==> src/design/scc_pkg.sv <==
package scc_pkg;

   localparam int SAMPLE_W = 13;
   localparam int SIZE_W   = 11;
   localparam int MEAN_W   = 21;
   localparam int FRAC_W   = 17;
   localparam int VAR_W    = 32;
   localparam int PROD_W   = SAMPLE_W + SIZE_W;
   localparam int ACC_W    = 64;
   localparam int NUM_W    = 80;
   localparam int DEN_W    = 34;
   localparam int SQ_W     = 44;
   localparam int ROOT_W   = SQ_W / 2;
   localparam int V16_W    = 41;
   localparam int KNUM_W   = 12;
   localparam int KDEN_W   = 10;
   localparam int HNUM_W   = KNUM_W + V16_W;
   localparam int NN_W     = 2 * SIZE_W;
   localparam int N3_W     = 3 * SIZE_W;
   localparam int D5_W     = KDEN_W + SIZE_W;

   localparam logic [MEAN_W-1:0] MEAN_CAP = 21'd1048576;
   localparam logic [FRAC_W-1:0] FRAC_CAP = 17'd65536;
   localparam logic [V16_W-1:0]  V16_CAP  = 41'h100_0000_0000;
   localparam logic [KNUM_W-1:0] K_NUM    = 12'd2401;  // 1.96^2 = 2401/625
   localparam logic [KDEN_W-1:0] K_DEN    = 10'd625;

   typedef enum logic [1:0] {
      DIV_MEAN = 2'd0,
      DIV_ZERO = 2'd1,
      DIV_VAR  = 2'd2,
      DIV_HALF = 2'd3
   } div_sel_type;

   typedef enum logic {
      SQRT_STD  = 1'b0,
      SQRT_HALF = 1'b1
   } sqrt_sel_type;

   typedef struct packed {
      logic         store;
      logic         pass_init;
      logic         rd;
      logic         diff;
      logic         sq;
      logic         acc;
      logic         n_mul;
      logic         n_cube;
      logic         num_mul;
      logic         div_start;
      div_sel_type  div_sel;
      logic         sqrt_start;
      sqrt_sel_type sqrt_sel;
      logic         finish;
   } ctrl_cmd_type;

   typedef struct packed {
      logic last_idx;
      logic div_busy;
      logic div_done;
      logic sqrt_busy;
      logic sqrt_done;
   } ctrl_status_type;

endpackage

==> src/design/scc_ctrl.sv <==
module scc_ctrl import scc_pkg::*; (
   input  logic            clock,
   input  logic            reset,
   input  logic            req_valid,
   input  logic            req_last,
   output logic            req_ready,
   output logic            rsp_valid,
   input  logic            rsp_ready,
   output ctrl_cmd_type    cmd,
   input  ctrl_status_type st
);
   typedef enum logic [14:0] {
      ST_IDLE      = 15'h0001,
      ST_P_READ    = 15'h0002,
      ST_P_DIFF    = 15'h0004,
      ST_P_SQ      = 15'h0008,
      ST_P_ACC     = 15'h0010,
      ST_N_SQ      = 15'h0020,
      ST_N_CUBE    = 15'h0040,
      ST_DIV_MEAN  = 15'h0080,
      ST_DIV_ZERO  = 15'h0100,
      ST_DIV_VAR   = 15'h0200,
      ST_MUL_NUM   = 15'h0400,
      ST_DIV_HALF  = 15'h0800,
      ST_SQRT_STD  = 15'h1000,
      ST_SQRT_HALF = 15'h2000,
      ST_FINISH    = 15'h4000
   } ctrl_state_type;

   ctrl_state_type state_ff, state_in;
   logic           rsp_valid_ff, rsp_valid_in;
   logic           req_hs;
   logic           div_go;
   logic           sqrt_go;

   assign req_ready = (state_ff == ST_IDLE);
   assign req_hs    = req_valid && req_ready;
   assign div_go    = !st.div_busy && !st.div_done;
   assign sqrt_go   = !st.sqrt_busy && !st.sqrt_done;

   always_comb begin
      cmd      = '0;
      state_in = state_ff;
      case (state_ff)
         ST_IDLE: begin
            if (req_hs) begin
               cmd.store = 1'b1;
               if (req_last) begin
                  cmd.pass_init = 1'b1;
                  state_in      = ST_P_READ;
               end
            end
         end
         ST_P_READ: begin
            cmd.rd   = 1'b1;
            state_in = ST_P_DIFF;
         end
         ST_P_DIFF: begin
            cmd.diff = 1'b1;
            state_in = ST_P_SQ;
         end
         ST_P_SQ: begin
            cmd.sq   = 1'b1;
            state_in = ST_P_ACC;
         end
         ST_P_ACC: begin
            cmd.acc  = 1'b1;
            state_in = st.last_idx ? ST_N_SQ : ST_P_READ;
         end
         ST_N_SQ: begin
            cmd.n_mul = 1'b1;
            state_in  = ST_N_CUBE;
         end
         ST_N_CUBE: begin
            cmd.n_cube = 1'b1;
            state_in   = ST_DIV_MEAN;
         end
         ST_DIV_MEAN: begin
            cmd.div_sel   = DIV_MEAN;
            cmd.div_start = div_go;
            if (st.div_done) state_in = ST_DIV_ZERO;
         end
         ST_DIV_ZERO: begin
            cmd.div_sel   = DIV_ZERO;
            cmd.div_start = div_go;
            if (st.div_done) state_in = ST_DIV_VAR;
         end
         ST_DIV_VAR: begin
            cmd.div_sel   = DIV_VAR;
            cmd.div_start = div_go;
            if (st.div_done) state_in = ST_MUL_NUM;
         end
         ST_MUL_NUM: begin
            cmd.num_mul = 1'b1;
            state_in    = ST_DIV_HALF;
         end
         ST_DIV_HALF: begin
            cmd.div_sel   = DIV_HALF;
            cmd.div_start = div_go;
            if (st.div_done) state_in = ST_SQRT_STD;
         end
         ST_SQRT_STD: begin
            cmd.sqrt_sel   = SQRT_STD;
            cmd.sqrt_start = sqrt_go;
            if (st.sqrt_done) state_in = ST_SQRT_HALF;
         end
         ST_SQRT_HALF: begin
            cmd.sqrt_sel   = SQRT_HALF;
            cmd.sqrt_start = sqrt_go;
            if (st.sqrt_done) state_in = ST_FINISH;
         end
         ST_FINISH: begin
            // wait until the output register is free
            if (!rsp_valid_ff || rsp_ready) begin
               cmd.finish = 1'b1;
               state_in   = ST_IDLE;
            end
         end
         default: begin
            state_in = ST_IDLE;
         end
      endcase
   end

   assign rsp_valid_in = cmd.finish ? 1'b1 : (rsp_ready ? 1'b0 : rsp_valid_ff);

   always_ff @(posedge clock) begin
      if (reset) begin
         state_ff     <= ST_IDLE;
         rsp_valid_ff <= 1'b0;
      end else begin
         state_ff     <= state_in;
         rsp_valid_ff <= rsp_valid_in;
      end
   end

   assign rsp_valid = rsp_valid_ff;
endmodule

==> config.mk <==
export PLATFORM = sky130hd
export DESIGN_NAME = scc_ctrl
export DESIGN_NICKNAME = d
export VERILOG_FILES = /design/src/design/scc_pkg.sv /design/src/design/scc_ctrl.sv
export SDC_FILE = /design/constraint.sdc
export NUM_CORES = 1
export LEC_CHECK = 0
export ABC_CLOCK_PERIOD_IN_PS = 2350
export BUFFER_PORTS_ARGS = -buffer_cell sky130_fd_sc_hd__buf_2
export CORE_MARGIN = 4
export CORE_UTILIZATION = 40
export DETAILED_ROUTE_END_ITERATION = 6
export GPL_ROUTABILITY_DRIVEN = 1
export HOLD_SLACK_MARGIN = 0.06
export PLACE_DENSITY = 0.75
export SYNTH_ARGS = -nofsm -noshare
export SYNTH_HDL_FRONTEND = slang
export SYNTH_SLANG_ARGS = --single-unit
==> constraint.sdc <==
create_clock -name clock -period 2.35 [get_ports clock]
set_clock_uncertainty 0.2 [all_clocks]
set_input_delay 0.47 -clock clock [delete_from_list [all_inputs] [get_ports clock]]
set_output_delay 0.47 -clock clock [all_outputs]
set_load 0.05 [all_outputs]
==> results.cfg, run 1 <==
[run_status]
status = finished with violations
violations = negative setup slack

[clock_network]
cts_tree = done
htreeDepth = 1
cts_buffer_depth = 2
clk_pin_slew_ns = 0.10
hold_buffers = 0
clock_latency_ns = 0.30
cts_buffers = 3
cts-root-buf = clkbuf_4
cts.sinks = 16

[final_layout]
synthToLayoutAreaGrowth_pct = 88.73
fin_util = 0.7913
antenna_cells = 0
nNetsFinal = 233
final_area_sq_um = 2201
nFillCells = 158
drive_above_1_share = 0.6622

[place]
dpl_cell_area_sq_um = 1689
dp_slack_ns = -0.2751
io_buffers = 26
dp_hpwl_um = 2901
gp_congestion = 0.8875

[synthesis]
postSynthAreaPerCell_sq_um = 8.098
synth-compound-area-share = 0.1577
synth_edf_count = 0
synth-seq-cells = 16
synthAdderAreaFrac = 0
synth_top_family_by_area = simple AND/OR/NAND/NOR gates
synthSimpleGateAreaFrac = 0.4410
synth_xor_area_frac = 0.04506
muxShareOfSynthArea = 0
synth_flop_cell = dfxtp_1
ys_types = 45
async_flop_share = 0
synth.cell_area_sq_um = 1166
synth.net_count = 154
ys_warn_count = 0
synthCells = 144
ys_seq_area_frac = 0.2747

[timing]
slew_violations = 0
max_freq_mhz = 354.2
worstMarginPinSlew_ns = 0.3410
min_period_over_period = 1.201
setup_slack_ns = -0.4734
slew_headroom = 0.7708
setup_viol_count_final = 25
grt_setup_unrepaired = true
finalCriticalPeriod_ns = 2.823
finalHoldViolCount = 0

[global_routing]
gr-total-overflow = 0
antenna_found_initial = 0
first_global_vias = 1459
grt_max_degree = 15
grt_pass1_wl_um = 6762
grt_usage = 0.2428

[pwr]
vdd_drop_max_mv = 0.5609
p_leak_uw = 0.0009402
p_per_area_nw_per_um2 = 480.8

[worst_setup_path]
worst_setup_path_start_kind = register
cp.buffers_inverters = 2
worstPathMaxFanout = 10
critical_path_arrival_ns = 2.15
critPathRequiredTime_ns = 1.68
worst_path_max_delay_cell = or4_4
slowest_delay_ns = 0.55
path_cells = buf_4 > or3_4 > or4_4 > nor3_4 > buf_6
critPathTopFamily = simple AND/OR/NAND/NOR gates
worstSetupEndpointType = output pin
critPathKind = register to output pin

[job]
cap_violations = 0

[drt]
finalWirelength_um = 4682
drt.antenna.violating_nets = 0
drtPass1Iterations = 4
drc = 0
via_count = 1517
wl_per_cell_um = 18.51
drt_iter0_markers = 73
vias_per_cell = 5.996

[floorplanning]
rows = 19
die_area_sq_um = 3843
start_util = 0.4193
core_sq_um = 2781
ios = 27
die_x_um = 62.00
die_height_um = 62.00

[hold_path]
hold_path_class = primary input to register
==> sequential cells by signal, summed over array words and instances (netlist names) <==
name	count
state_ff	15
rsp_valid	1
==> worst paths after layout <==
path | from | end | slack (ns) | cells past startpoint
hold / removal | st[4] | state_ff[5] | 0.23 | 2
hold reg to reg | state_ff[8] | state_ff[8] | 0.34 | 2
setup / recovery | state_ff[14] | cmd[3] | -0.47 | 5
setup reg to reg | state_ff[14] | state_ff[12] | -0.11 | 6
==> per-layer routing <==
metal  routed length (um)  track usage  vias up  share of wire
li1                     -            -      694              -
met1                 1822       0.2948      713           0.39
met2                 2348       0.4216       88           0.50
met3                  353      0.03719       22          0.075
met4                  157       0.1030        0          0.034
met5                    0            0        -              0
==> power by group <==
group	internal (uW)	switching [uW]	total, uW
clock	94.6	93.7	188
sequential	279	14.6	293
combinational	287	290	577
total	660	398	1060
==> repair_timing <==
item | 4_1_cts | 5_1_grt
hold endpoints to repair | 0 | 0
setup endpoints to repair | 25 | 26
resized for setup | 88 | 19
buffers inserted | 9 | 6
pin swaps | 18 | 7
==> logic make-up after synthesis <==
| family | count (synthesis) |
|---|---|
| buf+inv | 13 |
| flops | 16 |
| simple gates | 85 |
| xor+xnor | 6 |
| compound gates | 24 |
==> synthesized netlist by cell type, drive strengths merged, types with 4 or more instances <==
| cell | count | area share |
|---|---|---|
| nor2 | 17 | 0.055 |
| dfxtp | 16 | 0.27 |
| nor3 | 9 | 0.039 |
| a21oi | 8 | 0.034 |
| nand2 | 8 | 0.026 |
| nand3 | 7 | 0.030 |
| nor4 | 7 | 0.048 |
| or3 | 7 | 0.046 |
| buf | 6 | 0.038 |
| o31ai | 6 | 0.039 |
| or4 | 5 | 0.039 |
| nand2b | 4 | 0.021 |
| nand4 | 4 | 0.021 |
| xnor2 | 4 | 0.030 |
==> placed cells by master, fill, tap and decap left out, types with 5 or more instances in the layout <==
master   count
buf_4       42
buf_8        8
nand2_1      5
or4_4        5
buf_6       24
nor2_4       6
buf_2       10
o31ai_1      6
nor2_1      10
dfxtp_4      6
nor3_1       5
dfxtp_2      6
a21oi_1      7
==> per-stage QoR <==
| step | TNS [ns] | hold WS (ns) | instances | total power, uW |
|---|---|---|---|---|
| 4_1_cts | -4.139 | 0.2313 | 248 | 999.4 |
| 2_1_floorplan | -4.183 | 0.3151 | 144 | 552.7 |
| 5_1_grt | -5.823 | 0.2312 | 253 | 1101 |
| 6_report | -4.541 | 0.2266 | 253 | 1058 |
| 3_5_place_dp | -1.877 | 0.3495 | 235 | 694.6 |
| 3_3_place_gp | -1.411 | 0.3344 | 235 | 677.4 |
==> layout make-up <==
class,instances,area [sq um],area share
sequential,16,350.3,0.1592
tap,31,38.79,0.01762
multi-input combinational,115,1008,0.4582
clock buffer,4,36.28,0.01649
timing repair buffer,84,755.7,0.3434
inverter,3,11.26,0.005117
Note: power is estimated with default switching activity, not from simulation.
==> run 2: changes to the inputs <==
Settings changed: CORE_MARGIN 4 to 2, RECOVER_POWER from default to 100.
==> run 2 against run 1 <==
Compared with the run above:
- final area is 4.9% higher
- register-to-register slack got worse by 0.09 ns
- utilization is 4.6 points higher
- wire length grew 17%
- die area decreased by 12%
- sequential share of layout area is 1.4 points lower
- the flow still finishes with violations (negative setup slack)
- cell count grew 3.6%
- via count grew 9.2%
==> results.cfg, run 2 (synthesis gave the netlist of run 1 again) <==
[run_status]
status = finished with violations
violations = negative setup slack

[clock_network]
cts.sinks = 16
cts_tree = done
cts-root-buf = clkbuf_4
clock_latency_ns = 0.31
clk_pin_slew_ns = 0.10
cts_buffer_depth = 2
cts_buffers = 3
htreeDepth = 1

[drt]
vias_per_cell = 6.324
wl_per_cell_um = 20.87
drtPass1Iterations = 4
finalWirelength_um = 5468
via_count = 1657
drt_iter0_markers = 145
drt.antenna.violating_nets = 0
drc = 0

[final_layout]
final_cells = 262
drive_above_1_share = 0.6623
antenna_cells = 0
largest_register_ffs = 15
mostFrequentLayoutCells = buf_4, buf_6, nor2_1, buf_2, dfxtp_1
largest-register = state_ff
final_area_sq_um = 2310
nNetsFinal = 243
layout_commonest_cell = buf_4
synthToLayoutAreaGrowth_pct = 98.07

[timing]
slew_violations = 0
min_period_over_period = 1.214
grt_setup_unrepaired = true
fin_setup_tns_ns = -7.664
worstMarginPinSlew_ns = 0.5952
setup_slack_ns = -0.5024
slew_headroom = 0.6049
finalHoldViolCount = 0
max_freq_mhz = 350.6
setup_viol_count_final = 27
finalCriticalPeriod_ns = 2.852

[floorplanning]
start_util = 0.4229
die_height_um = 58.00
die_x_um = 58.00
core_sq_um = 2758
die_area_sq_um = 3363
ios = 27
rows = 19

[pwr]
clkPwrFrac = 0.148
p_int_uw = 657.3
swShare = 0.3966
design_power_total_uw = 1089
net-switching-power_uw = 432.1
pwr-share-comb = 0.588
vdd_drop_max_mv = 0.5896
p_seq_frac = 0.264
p_per_area_nw_per_um2 = 471.7
p_leak_uw = 0.0009532

[worst_setup_path]
worstPathMaxFanout = 3
critical_path_arrival_ns = 2.18
r2r_cells = 10
worst_setup_path_start_kind = register
worstSetupEndpointType = output pin
critPathRequiredTime_ns = 1.68
r2r-end = state_ff[11]
r2r_start = state_ff[9]
critPathKind = register to output pin
rrSetupSlack_ns = -0.20

[hold_path]
hold_path_class = primary input to register
worstHoldEndpoint = state_ff[5]
hold_depth = 2
worstHoldStart = st[4]

[global_routing]
antenna_found_initial = 0
grt_max_degree = 15
gr-total-overflow = 0
first_global_vias = 1487
grt_usage = 0.2686
grt_pass1_wl_um = 6817

[place]
dp_slack_ns = -0.2607
dpl_cell_area_sq_um = 1704
dp_hpwl_um = 2750
io_buffers = 26
gp_congestion = 0.9480
placed_cells = 237

[job]
cap_violations = 0
==> run 2: layout make-up <==
type,count,area [sq um]
Clock buffer,3,22.52
Fill cell,131,447.9
Inverter,3,11.26
Multi-Input combinational cell,115,1060
Sequential cell,16,335.3
Tap cell,31,38.79
Timing Repair Buffer,94,842.1
==> run 2: metrics by stage <==
stage | utilization | hold WS (ns)
6_report | 0.8376 | 0.2185
5_1_grt | 0.8376 | 0.2306
4_1_cts | 0.7609 | 0.2282
3_5_place_dp | 0.6180 | 0.3652
3_3_place_gp | 0.6180 | 0.3586
2_1_floorplan | - | 0.3151
==> run 2: how the worst max path moves through the flow <==
stage | cells past startpoint | end | from | slack [ns]
2_1_floorplan | 3 | cmd[14] | state_ff[5] | -0.34
3_3_place_gp | 4 | cmd[3] | state_ff[5] | -0.22
3_5_place_dp | 4 | cmd[3] | state_ff[5] | -0.26
4_1_cts | 5 | cmd[5] | state_ff[14] | -0.46
5_1_grt | 10 | cmd[0] | state_ff[9] | -0.56
6_report | 10 | cmd[0] | state_ff[9] | -0.50
==> run 2: critical path, stage by stage, from the launching register on <==
cell and delay (ns):
dfxtp_1 0.35, buf_6 0.13, nor4_4 0.24, clkbuf_1 0.26
buf_4 0.17, buf_6 0.10, nand2_4 0.05, nor2_4 0.12
nand3_2 0.12, nor2_2 0.14, buf_6 0.17
==> run 2: layer usage <==
| metal | share of wire | global-route usage | vias to the layer above |
|---|---|---|---|
| li1 | - | - | 712 |
| met1 | 0.39 | 0.3094 | 793 |
| met2 | 0.49 | 0.4675 | 117 |
| met3 | 0.066 | 0.04688 | 35 |
| met4 | 0.052 | 0.1495 | 0 |
| met5 | 0 | 0 | - |
==> run 2: power by group through the flow <==
stage	logic, uW	registers, uW	clock network [uW]
after floorplan	254	298	0
after global placement	384	292	0
after detailed placement	392	293	0
after CTS	493	287	155
after global routing	663	288	163
final	641	287	161
==> run 2: what timing repair did <==
item,4_1_cts,5_1_grt
resized for setup,82,25
hold buffers,0,0
endpoints found under the setup margin,24,26
endpoints found under the hold margin,0,0
pin swaps,17,27
setup buffers,9,14
==> run 3: changes to the inputs <==
Settings changed: CORE_ASPECT_RATIO from default to 1.25.
==> run 3 against run 2 <==
Compared with the run above:
- the run still ends with negative setup slack left
- critical path depth down 4
- first-iteration DRC count shrank 27%
- count of clock-buffer cells in the layout stayed put
- die area hardly changed
- largest cell class unchanged
- critical endpoint is now cmd[14]
- via count up 3.9%
- maximum frequency fell by 0.61%
- non-clock buffer count grew 7
- global-route usage increased by 5.9 points
- wire length rose by 17%
- cell count rose by 3.8%
==> results.cfg, run 3 (synthesis gave the netlist of run 1 again) <==
[final_layout]
drive_above_1_share = 0.7059
largest-register = state_ff
layout_commonest_cell = buf_4
multi_input_area_sq_um = 1099
regArea_sq_um = 344.1
nNetsFinal = 250
largest_register_ffs = 15
fin_util = 0.8897
antenna_cells = 0
nFillCells = 121
synthToLayoutAreaGrowth_pct = 108.5
final_area_sq_um = 2431
mostFrequentLayoutCells = buf_4, buf_6, nor2_1, buf_2

[timing]
finalHoldViolCount = 0
setup_viol_count_final = 28
grt_setup_unrepaired = true
max_freq_mhz = 348.4
min_period_over_period = 1.221
finalCriticalPeriod_ns = 2.870
slew_headroom = 0.5532
slew_violations = 0
setup_slack_ns = -0.5199
worstMarginPinSlew_ns = 0.6731
fin_setup_tns_ns = -8.565

[worst_setup_path]
critPathRequiredTime_ns = 1.68
worstPathMaxFanout = 3
worst_setup_path_start_kind = register
worstSetupEndpointType = output pin
critPathKind = register to output pin
critical_path_arrival_ns = 2.20

[pwr]
design_power_total_uw = 1100
p_leak_uw = 0.0009949
pwr-share-comb = 0.589
swShare = 0.4146
net-switching-power_uw = 456.2
clkPwrFrac = 0.143
p_seq_frac = 0.268
p_int_uw = 644.2
vdd_drop_max_mv = 0.7555
p_per_area_nw_per_um2 = 452.6

[drt]
drt_iter0_markers = 106
finalWirelength_um = 6390
wl_per_cell_um = 23.49
drtPass1Iterations = 4
via_count = 1722
wl_met2_um = 3149
drt.antenna.violating_nets = 0
drc = 0
vias_per_cell = 6.331
topRoutingLayerUsed = met4
m1WireLength_um = 2240
wl_met3_um = 466

[floorplanning]
start_util = 0.4267
rows = 21
die_x_um = 52.30
core_sq_um = 2733
die_area_sq_um = 3366
ios = 27
die_height_um = 64.37

[run_status]
status = finished with violations
violations = negative setup slack

[place]
dp_hpwl_um = 2817
dpl_cell_area_sq_um = 1715
io_buffers = 26
gp_congestion = 0.9378
dp_slack_ns = -0.2818

[clock_network]
clk_pin_slew_ns = 0.10
clock_latency_ns = 0.31
cts_buffers = 3
cts-root-buf = clkbuf_4
hold_buffers = 0
cts.sinks = 16
cts_buffer_depth = 2
cts_tree = done
htreeDepth = 1

[global_routing]
gr-total-overflow = 0
grt_usage = 0.3272
antenna_found_initial = 0
first_global_vias = 1679
grt_max_degree = 15
grt_pass1_wl_um = 8093

[hold_path]
hold_path_class = primary input to register

[job]
cap_violations = 0
run 3: layout make-up:
cell class	count	area share
well taps	34	0.01750
flip-flops and latches	16	0.1415
inverters	3	0.004632
multi-input cells	115	0.4519
repair buffers	101	0.3752
clock buffers	3	0.009264
run 3: per-stage QoR:
stage | std cells | hold slack [ns]
after detailed placement | 241 | 0.4058
after CTS | 263 | 0.2163
after floorplan | 144 | 0.3151
after global placement | 241 | 0.3949
after global routing | 272 | 0.2306
final | 272 | 0.2354
run 3: routing by layer:
layer / global-route usage / up-vias
met1: 0.3622 / 813
met4: 0.2276 / 0
met2: 0.5453 / 131
li1: - / 730
met5: 0 / -
met3: 0.05841 / 48
run 3: worst paths after layout:
path | from | to | slack [ns] | cells past startpoint
max | state_ff[11] | cmd[14] | -0.52 | 6
min | st[4] | state_ff[5] | 0.24 | 2
max reg2reg | state_ff[11] | state_ff[10] | -0.33 | 9
min reg2reg | state_ff[8] | state_ff[10] | 0.47 | 1
run 3: repair_timing:
action	4_1_cts	5_1_grt
buffers inserted	19	20
resized for setup	83	49
endpoints found under the hold margin	0	0
pin swaps	18	31
setup endpoints to repair	25	27
run 3: worst max-delay path, cell delays in order, from the launching register on:
cell	delay [ns]
dfxtp_4	0.36
buf_6	0.11
or4_4	0.54
buf_6	0.15
nor4_4	0.37
and2_4	0.22
buf_8	0.14
run 3: power groups by stage:
stage / logic (uW) / clock network [uW] / registers (uW)
after detailed placement: 382 / 0 / 294
after global placement: 375 / 0 / 293
after global routing: 669 / 170 / 296
after CTS: 504 / 156 / 290
final: 648 / 157 / 295
after floorplan: 254 / 0 / 298
